[src/sv/u16u8_pkg.sv]
package u16u8_pkg;

  localparam int unsigned QueueDepthDef = 4;

  localparam logic [15:0] HighFirst = 16'hD800;
  localparam logic [15:0] HighLast  = 16'hDBFF;
  localparam logic [15:0] LowFirst  = 16'hDC00;
  localparam logic [15:0] LowLast   = 16'hDFFF;
  localparam logic [20:0] Replace   = 21'h00FFFD;
  localparam logic [20:0] SuppBase  = 21'h010000;
  localparam logic [20:0] Lim1Byte  = 21'h000080;
  localparam logic [20:0] Lim2Byte  = 21'h000800;
  localparam logic [20:0] Lim3Byte  = 21'h010000;
  localparam logic [5:0]  HighTag   = 6'b110110;

  localparam logic [1:0] Len1 = 2'd0;
  localparam logic [1:0] Len2 = 2'd1;
  localparam logic [1:0] Len3 = 2'd2;
  localparam logic [1:0] Len4 = 2'd3;

  typedef struct packed {
    logic [15:0] code_unit;
    logic        last_unit;
  } in_t;

  typedef struct packed {
    logic [7:0] utf8_byte;
    logic       run_last;
    logic       string_end;
  } out_t;

  typedef struct packed {
    logic        raw_valid;
    logic [9:0]  raw_bits;
    logic        main_valid;
    logic [1:0]  main_len_m1;
    logic [20:0] main_cp;
    logic        last;
  } job_t;

  typedef enum logic {
    PhRaw,
    PhMain
  } phase_e;

  function automatic logic [1:0] len_m1_f(logic [20:0] cp);
    logic [1:0] len;
    if (cp < Lim1Byte) begin
      len = Len1;
    end else if (cp < Lim2Byte) begin
      len = Len2;
    end else if (cp < Lim3Byte) begin
      len = Len3;
    end else begin
      len = Len4;
    end
    return len;
  endfunction

  function automatic logic [7:0] utf8_byte_f(logic [20:0] cp, logic [1:0] len_m1,
                                             logic [1:0] idx);
    logic [7:0] b;
    b = {2'b10, cp[5:0]};
    unique case (len_m1)
      Len1: b = {1'b0, cp[6:0]};
      Len2: begin
        if (idx == 2'd0) begin
          b = {3'b110, cp[10:6]};
        end
      end
      Len3: begin
        unique case (idx)
          2'd0:    b = {4'b1110, cp[15:12]};
          2'd1:    b = {2'b10, cp[11:6]};
          default: b = {2'b10, cp[5:0]};
        endcase
      end
      default: begin
        unique case (idx)
          2'd0:    b = {5'b11110, cp[20:18]};
          2'd1:    b = {2'b10, cp[17:12]};
          2'd2:    b = {2'b10, cp[11:6]};
          default: b = {2'b10, cp[5:0]};
        endcase
      end
    endcase
    return b;
  endfunction

endpackage

[src/sv/utf16_to_utf8_transcoder.sv]
// Channel   Handshake        Payload                               Direction
// input     push / full      in_i  : code_unit[15:0], last_unit    into block
// result    empty / pop      out_o : utf8_byte[7:0], run_last,     out of block
//                                    string_end
//
// One input unit per cycle while the job queue has room; bytes leave one per cycle while pop is held.
// A unit yields 0 to 6 bytes (1 to 3 for BMP text, 4 for a pair), and the byte
// sequencer, which emits them in turn, sets the sustained rate.
// The first byte of a unit passes through the job queue and the working register to the output register on out_o.
// Reset clears the held surrogate, the job queue and the output register.
// A stalled pop holds the output register; full rises only when the queue fills.
module utf16_to_utf8_transcoder import u16u8_pkg::*; #(
  parameter int unsigned QueueDepth = QueueDepthDef
) (
  input  logic clk_i,
  input  logic rst_ni,
  input  logic push,
  output logic full,
  input  in_t  in_i,
  output logic empty,
  input  logic pop,
  output out_t out_o
);

  logic q_wr, q_full, q_rd, q_empty;
  job_t q_wr_job, q_rd_job;

  u16u8_front u_front (
    .clk_i    (clk_i),
    .rst_ni   (rst_ni),
    .push     (push),
    .full     (full),
    .in_i     (in_i),
    .q_full_i (q_full),
    .q_wr_o   (q_wr),
    .q_job_o  (q_wr_job)
  );

  u16u8_fifo #(
    .Depth (QueueDepth)
  ) u_fifo (
    .clk_i    (clk_i),
    .rst_ni   (rst_ni),
    .wr_i     (q_wr),
    .wr_job_i (q_wr_job),
    .full_o   (q_full),
    .rd_i     (q_rd),
    .rd_job_o (q_rd_job),
    .empty_o  (q_empty)
  );

  u16u8_back u_back (
    .clk_i     (clk_i),
    .rst_ni    (rst_ni),
    .q_empty_i (q_empty),
    .q_job_i   (q_rd_job),
    .q_rd_o    (q_rd),
    .empty     (empty),
    .pop       (pop),
    .out_o     (out_o)
  );

endmodule

[src/sv/u16u8_front.sv]
module u16u8_front import u16u8_pkg::*; (
  input  logic clk_i,
  input  logic rst_ni,
  input  logic push,
  output logic full,
  input  in_t  in_i,
  input  logic q_full_i,
  output logic q_wr_o,
  output job_t q_job_o
);

  logic       held_q, held_d;
  logic [9:0] held_bits_q, held_bits_d;
  logic       accept;
  logic       is_high, is_low;
  logic [15:0] u;
  job_t       job;

  assign full   = q_full_i;
  assign accept = push && !q_full_i;
  assign u      = in_i.code_unit;
  assign is_high = (u >= HighFirst) && (u <= HighLast);
  assign is_low  = (u >= LowFirst) && (u <= LowLast);

  always_comb begin
    job         = '0;
    job.last    = in_i.last_unit;
    held_d      = held_q;
    held_bits_d = held_bits_q;
    if (accept) begin
      held_d = 1'b0;
      if (held_q && is_low) begin
        job.main_valid = 1'b1;
        job.main_cp    = SuppBase + {1'b0, held_bits_q, u[9:0]};
      end else begin
        if (held_q) begin
          job.raw_valid = 1'b1;
          job.raw_bits  = held_bits_q;
        end
        if (is_high && !in_i.last_unit) begin
          held_d      = 1'b1;
          held_bits_d = u[9:0];
        end else if (is_high || is_low) begin
          job.main_valid = 1'b1;
          job.main_cp    = Replace;
        end else begin
          job.main_valid = 1'b1;
          job.main_cp    = {5'b0, u};
        end
      end
      job.main_len_m1 = len_m1_f(job.main_cp);
    end
  end

  assign q_wr_o  = accept && (job.raw_valid || job.main_valid);
  assign q_job_o = job;

  always_ff @(posedge clk_i or negedge rst_ni) begin
    if (!rst_ni) begin
      held_q      <= 1'b0;
      held_bits_q <= '0;
    end else begin
      held_q      <= held_d;
      held_bits_q <= held_bits_d;
    end
  end

  assert property (@(posedge clk_i) disable iff (!rst_ni)
    accept && in_i.last_unit |-> q_wr_o)
    else $error("final unit produced no job");

  assert property (@(posedge clk_i) disable iff (!rst_ni)
    accept && in_i.last_unit |=> !held_q)
    else $error("surrogate held past end of string");

endmodule

[src/sv/u16u8_fifo.sv]
module u16u8_fifo import u16u8_pkg::*; #(
  parameter int unsigned Depth = QueueDepthDef
) (
  input  logic clk_i,
  input  logic rst_ni,
  input  logic wr_i,
  input  job_t wr_job_i,
  output logic full_o,
  input  logic rd_i,
  output job_t rd_job_o,
  output logic empty_o
);

  localparam int unsigned PtrW = $clog2(Depth);
  localparam int unsigned CntW = $clog2(Depth + 1);

  job_t            mem_q [Depth];
  logic [PtrW-1:0] wr_ptr_q, rd_ptr_q;
  logic [CntW-1:0] count_q;
  logic            do_wr, do_rd;

  assign full_o   = count_q == CntW'(Depth);
  assign empty_o  = count_q == '0;
  assign do_wr    = wr_i && !full_o;
  assign do_rd    = rd_i && !empty_o;
  assign rd_job_o = mem_q[rd_ptr_q];

  function automatic logic [PtrW-1:0] next_ptr(logic [PtrW-1:0] p);
    return (p == PtrW'(Depth - 1)) ? '0 : p + PtrW'(1);
  endfunction

  always_ff @(posedge clk_i or negedge rst_ni) begin
    if (!rst_ni) begin
      wr_ptr_q <= '0;
      rd_ptr_q <= '0;
      count_q  <= '0;
    end else begin
      if (do_wr) begin
        wr_ptr_q <= next_ptr(wr_ptr_q);
      end
      if (do_rd) begin
        rd_ptr_q <= next_ptr(rd_ptr_q);
      end
      if (do_wr && !do_rd) begin
        count_q <= count_q + CntW'(1);
      end else if (do_rd && !do_wr) begin
        count_q <= count_q - CntW'(1);
      end
    end
  end

  always_ff @(posedge clk_i) begin
    if (do_wr) begin
      mem_q[wr_ptr_q] <= wr_job_i;
    end
  end

  assert property (@(posedge clk_i) disable iff (!rst_ni)
    !(wr_i && full_o))
    else $error("write into full queue");

  assert property (@(posedge clk_i) disable iff (!rst_ni)
    do_wr && !do_rd |=> count_q == $past(count_q) + CntW'(1))
    else $error("queue count lost a write");

endmodule

[src/sv/u16u8_back.sv]
module u16u8_back import u16u8_pkg::*; (
  input  logic clk_i,
  input  logic rst_ni,
  input  logic q_empty_i,
  input  job_t q_job_i,
  output logic q_rd_o,
  output logic empty,
  input  logic pop,
  output out_t out_o
);

  job_t       w_q, w_d;
  logic       w_valid_q, w_valid_d;
  phase_e     phase_q, phase_d;
  logic [1:0] idx_q, idx_d;
  out_t       out_q, out_d;
  logic       out_valid_q, out_valid_d;

  logic        slot_free, gen, load;
  logic        phase_end, item_end;
  logic [20:0] cp_sel;
  logic [1:0]  len_sel;

  assign cp_sel  = (phase_q == PhRaw) ? {5'b0, HighTag, w_q.raw_bits} : w_q.main_cp;
  assign len_sel = (phase_q == PhRaw) ? Len3 : w_q.main_len_m1;

  assign slot_free = !out_valid_q || pop;
  assign gen       = w_valid_q && slot_free;
  assign phase_end = idx_q == len_sel;
  assign item_end  = phase_end && ((phase_q == PhMain) || !w_q.main_valid);
  assign load      = !q_empty_i && (!w_valid_q || (gen && item_end));
  assign q_rd_o    = load;

  always_comb begin
    w_d         = w_q;
    w_valid_d   = w_valid_q;
    phase_d     = phase_q;
    idx_d       = idx_q;
    out_d       = out_q;
    out_valid_d = out_valid_q;
    if (load) begin
      w_d       = q_job_i;
      w_valid_d = 1'b1;
      phase_d   = q_job_i.raw_valid ? PhRaw : PhMain;
      idx_d     = '0;
    end else if (gen && item_end) begin
      w_valid_d = 1'b0;
    end else if (gen) begin
      if (phase_end) begin
        phase_d = PhMain;
        idx_d   = '0;
      end else begin
        idx_d = idx_q + 2'd1;
      end
    end
    if (gen) begin
      out_valid_d      = 1'b1;
      out_d.utf8_byte  = utf8_byte_f(cp_sel, len_sel, idx_q);
      out_d.run_last   = item_end;
      out_d.string_end = item_end && w_q.last;
    end else if (pop) begin
      out_valid_d = 1'b0;
    end
  end

  always_ff @(posedge clk_i or negedge rst_ni) begin
    if (!rst_ni) begin
      w_valid_q   <= 1'b0;
      phase_q     <= PhMain;
      idx_q       <= '0;
      out_valid_q <= 1'b0;
    end else begin
      w_valid_q   <= w_valid_d;
      phase_q     <= phase_d;
      idx_q       <= idx_d;
      out_valid_q <= out_valid_d;
    end
  end

  always_ff @(posedge clk_i) begin
    w_q   <= w_d;
    out_q <= out_d;
  end

  assign empty = !out_valid_q;
  assign out_o = out_q;

  assert property (@(posedge clk_i) disable iff (!rst_ni)
    out_valid_q && out_q.string_end |-> out_q.run_last)
    else $error("string end without run end");

  assert property (@(posedge clk_i) disable iff (!rst_ni)
    w_valid_q && (phase_q == PhRaw) |-> w_q.raw_valid)
    else $error("raw phase on job without held surrogate");

endmodule

[config.mk]
export PLATFORM = sky130hd
export DESIGN_NAME = utf16_to_utf8_transcoder
export DESIGN_NICKNAME = d
export VERILOG_FILES = /design/src/sv/u16u8_pkg.sv /design/src/sv/utf16_to_utf8_transcoder.sv /design/src/sv/u16u8_front.sv /design/src/sv/u16u8_fifo.sv /design/src/sv/u16u8_back.sv
export SDC_FILE = /design/constraint.sdc
export NUM_CORES = 1
export LEC_CHECK = 0
export BUFFER_PORTS_ARGS = -buffer_cell sky130_fd_sc_hd__buf_2
export CAP_MARGIN = 5
export CORE_MARGIN = 3
export CORE_UTILIZATION = 45
export CTS_CLUSTER_SIZE = 20
export DETAILED_ROUTE_END_ITERATION = 6
export GPL_TIMING_DRIVEN = 1
export SYNTH_ARGS = -nofsm -noshare
export SYNTH_HDL_FRONTEND = slang
export SYNTH_SLANG_ARGS = --single-unit
[constraint.sdc]
create_clock -name clk_i -period 2.5 [get_ports clk_i]
set_input_delay 0.375 -clock clk_i [delete_from_list [all_inputs] [get_ports clk_i]]
set_output_delay 0.375 -clock clk_i [all_outputs]
set_load 0.01 [all_outputs]
Word level (Yosys, flattened, before mapping) --
Memories as Yosys holds them, arrays and structs flattened. Index checks and enable logic that the tools add are counted.
Storage, ports and cells: RAM bits 144, input bits 21, bits in registers 68, output and inout bits 12, memories 1, word-level logic and storage cells 119
Memory list:
- u_fifo.mem_q | depth 4, width 36, rd ports 1, clocked after Yosys merged registers in 0, wr ports 1, line u16u8_fifo.sv:17 | job_t mem_q [Depth];
Cells by class: muxes and demuxes 39, bitwise gates (word level) 1, reductions and logical operators 39, equality and inequality tests 9, add/subtract/negate cells 6, order comparisons 7
Operators with widths (number):
- 21-bit 2-to-1 mux | 4
- 35-bit 2-to-1 mux | 1
- 16-bit greater-or-equal comparator, second input constant | 2
- 16-bit less-or-equal comparator, second input constant | 2
- 8-bit case mux with 3 select lines | 1
- 11-bit 2-to-1 mux | 2
- 17-bit by 20-bit adder with 21-bit output, first input constant | 1
- 21-bit by 12-bit < comparator with 1-bit output, second input constant | 1
- 21-bit by 17-bit < comparator with 1-bit output, second input constant | 1
- 21-bit by 8-bit < comparator with 1-bit output, second input constant | 1
- 7-bit case mux with 3 select lines | 1
- 2-bit 2-to-1 mux | 9
- 1-bit 2-to-1 mux | 16
- 16-bit 2-to-1 mux | 1
- 1-bit logical AND | 15
- 7-bit case mux with 2 select lines | 1
- 2-bit nonzero test | 5
- 2-bit equality test, second input constant | 4
- 1-bit logical NOT | 8
- 7-bit 2-to-1 mux | 1
- 2-bit by 1-bit adder with 2-bit output, second input constant | 3
- 3-bit 2-to-1 mux | 2
- 3-bit AND reduction | 2
- 1-bit logical OR | 5
- other kinds (10) | 12

Longest topological paths before layout --
depth in word-level cells 19, mapped depth 13, depth with buffers taken out 11

By module --
From an unflattened synthesis, not the netlist that was laid out.
Second synthesis, totals: cell total of the unflattened synthesis 538, area, all modules 9029.9 µm²
Modules (own cells, without submodules):
- u16u8_fifo | instances 1, area each 5636.7 µm², seq. area each 4499.3 µm², cells an instance 225
- u16u8_back | instances 1, area each 2402.3 µm², seq. area each 1477.7 µm², cells an instance 194
- u16u8_front | instances 1, area each 991.0 µm², seq. area each 275.3 µm², cells an instance 119

Least setup slack after synthesis --
OpenSTA, ideal clock, no wires.
path type register to register, from register u_back.idx_q[0], to register u_fifo.count_q[1], setup time 125 ps, required time 2375 ps, cell stages (with the launch flop) 12, path buffers 2, path slack -90 ps, arrival time 2466 ps, period minus slack after synthesis 2590 ps, cell sequence dfrtp_1 > buf_2 > nor4b_2 > a31oi_2 > o21ai_1 > nor2b_1 > buf_6 > inv_2 > ha_1 > inv_1 > fa_1 > mux2_2
Between the ends: cells in the longest elaborated chain, start to end 9, elaborated cells between the ends (all ways) 11, those cells by class eq/ne: 1; mux: 1; reduce/logical: 9
RTL lines:
- start: declaration | line u16u8_back.sv:15 | logic [1:0] idx_q, idx_d;
- start signal: assignment | line u16u8_back.sv:75 | idx_q <= idx_d;
- 2-bit equality test (*) | line u16u8_back.sv:29 | assign phase_end = idx_q == len_sel;
- 1-bit logical AND (*) | line u16u8_back.sv:30 | assign item_end = phase_end && ((phase_q == PhMain) || !w_q.main_valid);
- 1-bit logical AND (*) | line u16u8_back.sv:31 | assign load = !q_empty_i && (!w_valid_q || (gen && item_end));
- 1-bit logical OR (*) | line u16u8_back.sv:31
- 1-bit logical AND (*) | line u16u8_back.sv:31
- net q_rd | line utf16_to_utf8_transcoder.sv:25 | logic q_wr, q_full, q_rd, q_empty;
- 1-bit logical AND (*) | line u16u8_fifo.sv:25 | assign do_rd = rd_i && !empty_o;
- 1-bit logical NOT | line u16u8_fifo.sv:44 | if (do_wr && !do_rd) begin
- 1-bit logical AND | line u16u8_fifo.sv:44
- 3-bit 2-to-1 mux or 2-bit nonzero test (tied branches)
- end signal: assignment | line u16u8_fifo.sv:45 | count_q <= count_q + CntW'(1);
- end signal: assignment | line u16u8_fifo.sv:47 | count_q <= count_q - CntW'(1);
- end: declaration | line u16u8_fifo.sv:19 | logic [CntW-1:0] count_q;
The timed path passes the listed nets; every way through them passes the cells marked *. A chain may end at the register's enable or synchronous reset.

Final worst setup path --
from register u_back.phase_q, to register u_fifo.count_q[1]
Between the ends: cells in the longest elaborated chain, start to end 10, elaborated cells between the ends (all ways) 13, those cells by class eq/ne: 1; mux: 2; reduce/logical: 10
RTL lines:
- start: declaration | line u16u8_back.sv:14 | phase_e phase_q, phase_d;
- start signal: assignment | line u16u8_back.sv:69 | phase_q <= PhMain;
- start signal: assignment | line u16u8_back.sv:74 | phase_q <= phase_d;
- 2-bit 2-to-1 mux | line u16u8_back.sv:25 | assign len_sel = (phase_q == PhRaw) ? Len3 : w_q.main_len_m1;
- 2-bit equality test | line u16u8_back.sv:29
- 1-bit logical AND (*) | line u16u8_back.sv:30
- 1-bit logical AND (*) | line u16u8_back.sv:31
- 1-bit logical OR (*) | line u16u8_back.sv:31
- 1-bit logical AND (*) | line u16u8_back.sv:31
- 1-bit logical AND (*) | line u16u8_fifo.sv:25
- 1-bit logical NOT | line u16u8_fifo.sv:44
- 1-bit logical AND | line u16u8_fifo.sv:44
- 3-bit 2-to-1 mux or 2-bit nonzero test (tied branches)
Every way passes the cells marked *; elsewhere a longest branch is shown, timed or not.

==> reports/qor.csv <==
stage;metric;value;unit
logic_synthesis;cell count after synthesis;530;
routing;antenna viol nets, final;0;
sta;final hold vios;0;
worst_setup_path;Setup crit start kind;flop;
logic_synthesis;Avg Cell Area, Syn;16.8;sq um
worst_hold_path;HP Class;primary input to flop;
sta;pin slew with the least headroom to its limit;1.18;ns
worst_setup_path;critical path buffer and inverter count;2;
floorplan;Ports;33;
cts;CTS resizes;0;
routing;vias;4896;
cts;Worst-Skew Late Latency;0.49;ns
sta;Final Cycle Share;92.1;%
cts;clock-pin transition on the worst setup and hold timing paths;0.06;ns
final_layout;Post-layout nets;619;
floorplan;Initial Util;46.7;%
worst_setup_path;CP required;2.88;ns
cts;post-CTS setup buffer count;0;
sta;Worst Skew;0.0123;ns
logic_synthesis;dominant synthesized flop cell;edfxtp_1;
logic_synthesis;Cell variety after synth;64;
worst_setup_path;cell family with most CP delay;adder cells;
routing;WL final;17900;microns
floorplan;Die Span X;147;microns
logic_synthesis;Yosys warning total;0;
routing;DRC viols;0;
place;routability congestion estimate;0.932;
final_layout;layout cells sized above 1;23.2;%
routing;drt first pass iters;5;
place;post-DP HPWL;11500;microns
worst_setup_path;critical-path maximum fanout;5;
cts;Longest Clk Path Bufs;3;
sta;setup_tns;0;ns
global_route;GRT overflow;0;
sta;Setup violations, final;0;
worst_setup_path;critical path, cell by cell;nor4b_2 > a31oi_2 > o21ai_1 > nor2b_4 > inv_2 > ha_1 > inv_1 > fa_1 > mux2_2;
worst_setup_path;critical path arrival;2.68;ns
global_route;initial antenna violation count;0;
cts;CTS tree;yes;
routing;Avg WL per Cell;20.8;microns
worst_setup_path;Crit Path Category;flop to flop;
sta;Final Max Tran Viols;0;
worst_setup_path;crit end category;flop;
flow_run;maxcap violations;0;
cts;Root Buffer;clkbuf_16;
worst_setup_path;critical path's largest stage delay;0.41;ns
final_layout;most common cell after layout, fill and taps aside;edfxtp_1;
logic_synthesis;Seq/Total Area, Yosys;70.2;%
final_layout;commonest non-fill, non-tap cells in the layout;edfxtp_1 (189), mux4_2 (36), buf_2 (32);
final_layout;Util after Layout;53.3;%
global_route;first-pass GRT wire length;28000;microns
sta;worst hold margin;0.121;ns
sta;worst rel slew slack;21.6;%
global_route;largest net degree at the start of global routing;41;
floorplan;row count;50;
logic_synthesis;#FFs+latches synth;212;
logic_synthesis;net count after synthesis;564;
floorplan;Die Footprint;21500;sq um
status;status;completed;
routing;Via-to-Cell Ratio;5.69;
floorplan;Core ar.;19100;sq um
cts;TritonCTS Buffers;23;
place;IO buf count;32;
pwr;PD cells;1170;nW/um^2
global_route;GR Util All Layers;16.6;%
pwr;leakage power;3.56;nW
routing;drt initial violations;394;
pwr;VDD IR max;0.724;mV
final_layout;Syn-to-layout area delta;14.1;%
global_route;number of global-route vias before repair;4983;
cts;clock net sink count;212;
floorplan;die span in y;147;microns
sta;RSZ-0062 raised after global routing;no;
worst_setup_path;crit path max-delay cell type;fa_1;
sta;Final min period;2.30;ns
cts;H-tree level count;1;
final_layout;n_diodes;0;
sta;fmax;434;MHz
logic_synthesis;ys async rst share;10.8;%
logic_synthesis;EDFF count, synth;189;
logic_synthesis;Syn Std Cell Area;8910;sq um
sequential cells by signal (all words and copies together) (netlist names):
signal / flops
u_back.idx_q: 2
u_back.out_o: 10
u_back.out_valid_q: 1
u_back.phase_q: 1
u_back.w_q: 35
u_back.w_valid_q: 1
u_fifo.count_q: 3
u_fifo.mem_q: 144
u_fifo.rd_ptr_q: 2
u_fifo.wr_ptr_q: 2
u_front.held_bits_q: 10
u_front.held_q: 1
synthesized netlist by cell type, types with 13 or more instances:
library cell | instances | area (sq um)
a21oi_1 | 17 | 85.1
and2_1 | 15 | 93.8
clkbuf_1 | 15 | 56.3
dfrtp_1 | 22 | 551
edfxtp_1 | 189 | 5680
mux2_1 | 15 | 169
mux4_2 | 36 | 811
nand2_1 | 24 | 90.1
nor2_1 | 24 | 90.1
o21a_1 | 13 | 97.6
o21ai_1 | 13 | 65.1
worst paths after layout:
| path | slack [ns] | endpoint | cells past startpoint | from |
|---|---|---|---|---|
| setup / recovery | 0.20 | u_fifo.count_q[1] | 9 | u_back.phase_q |
| max in group asynchronous | 1.63 | u_fifo.rd_ptr_q[0] | 2 | rst_ni |
| hold reg to reg | 0.50 | u_fifo.count_q[2] | 1 | u_fifo.count_q[2] |
| hold / removal | 0.12 | u_front.held_bits_q[0] | 2 | in_i[1] |
| min in group asynchronous | 0.43 | u_back.out_valid_q | 2 | rst_ni |
| setup reg to reg | 0.20 | u_fifo.count_q[1] | 9 | u_back.phase_q |
worst register-to-register path, delay by kind of cell (launching register included):
kind | cells | cell delay [ns]
buf+inv | 2 | 0.11
flops | 1 | 0.40
mux | 1 | 0.27
simple gates | 2 | 0.52
fa+ha+maj | 2 | 0.62
compound gates | 2 | 0.28
stage by stage:
| step | std cells | setup WS, ns | cell area, sq um | power, W |
|---|---|---|---|---|
| after global routing | 860 | 0.0132 | 10200 | 0.0125 |
| after floorplan | 530 | 0.00333 | 8940 | 0.00785 |
| after detailed placement | 819 | 0.183 | 9500 | 0.00901 |
| after CTS | 860 | 0.164 | 10200 | 0.0120 |
| after global placement | 819 | 0.259 | 9500 | 0.00892 |
| final | 860 | 0.196 | 10200 | 0.0119 |
cells by family (layout without fill, tap and decap cells):
group / count (synthesis) / count (layout) / synth area share (%)
adder cells (fa/ha/maj): 13 / 13 / 1.91
XOR/XNOR: 7 / 7 / 0.688
flip-flops: 212 / 212 / 70.2
buffers and inverters: 40 / 110 / 1.94
multiplexers: 60 / 60 / 12.1
AND/OR/NAND/NOR: 107 / 107 / 6.19
AO/OA/AOI/OAI: 91 / 91 / 6.95
layout make-up:
| type | count | area (sq um) |
|---|---|---|
| fill | 1522 | 8910 |
| sequential | 212 | 6250 |
| multi-input combinational | 278 | 2500 |
| clock buffer | 30 | 612 |
| timing repair buffer | 58 | 383 |
| tap | 260 | 325 |
| clock inverter | 10 | 50.0 |
| inverter | 12 | 45.0 |
timing repair:
| action | CTS | global route |
|---|---|---|
| setup endpoints to repair | 0 | 0 |
| endpoints found under the hold margin | 22 | 0 |
| hold buffers | 1 | 0 |
power breakdown:
group          internal (W)  total (W)  switching (W)
Combinational       0.00154    0.00357        0.00203
Clock               0.00171    0.00297        0.00126
Sequential          0.00499    0.00532       0.000337
routing by layer:
| metal | wire length [microns] | track usage (%) |
|---|---|---|
| met2 | 8400 | 25.8 |
| met5 | 0 | 0 |
| met3 | 1160 | 2.87 |
| met1 | 7830 | 24.1 |
| met4 | 487 | 5.60 |
(Power assumes the default switching activity.)
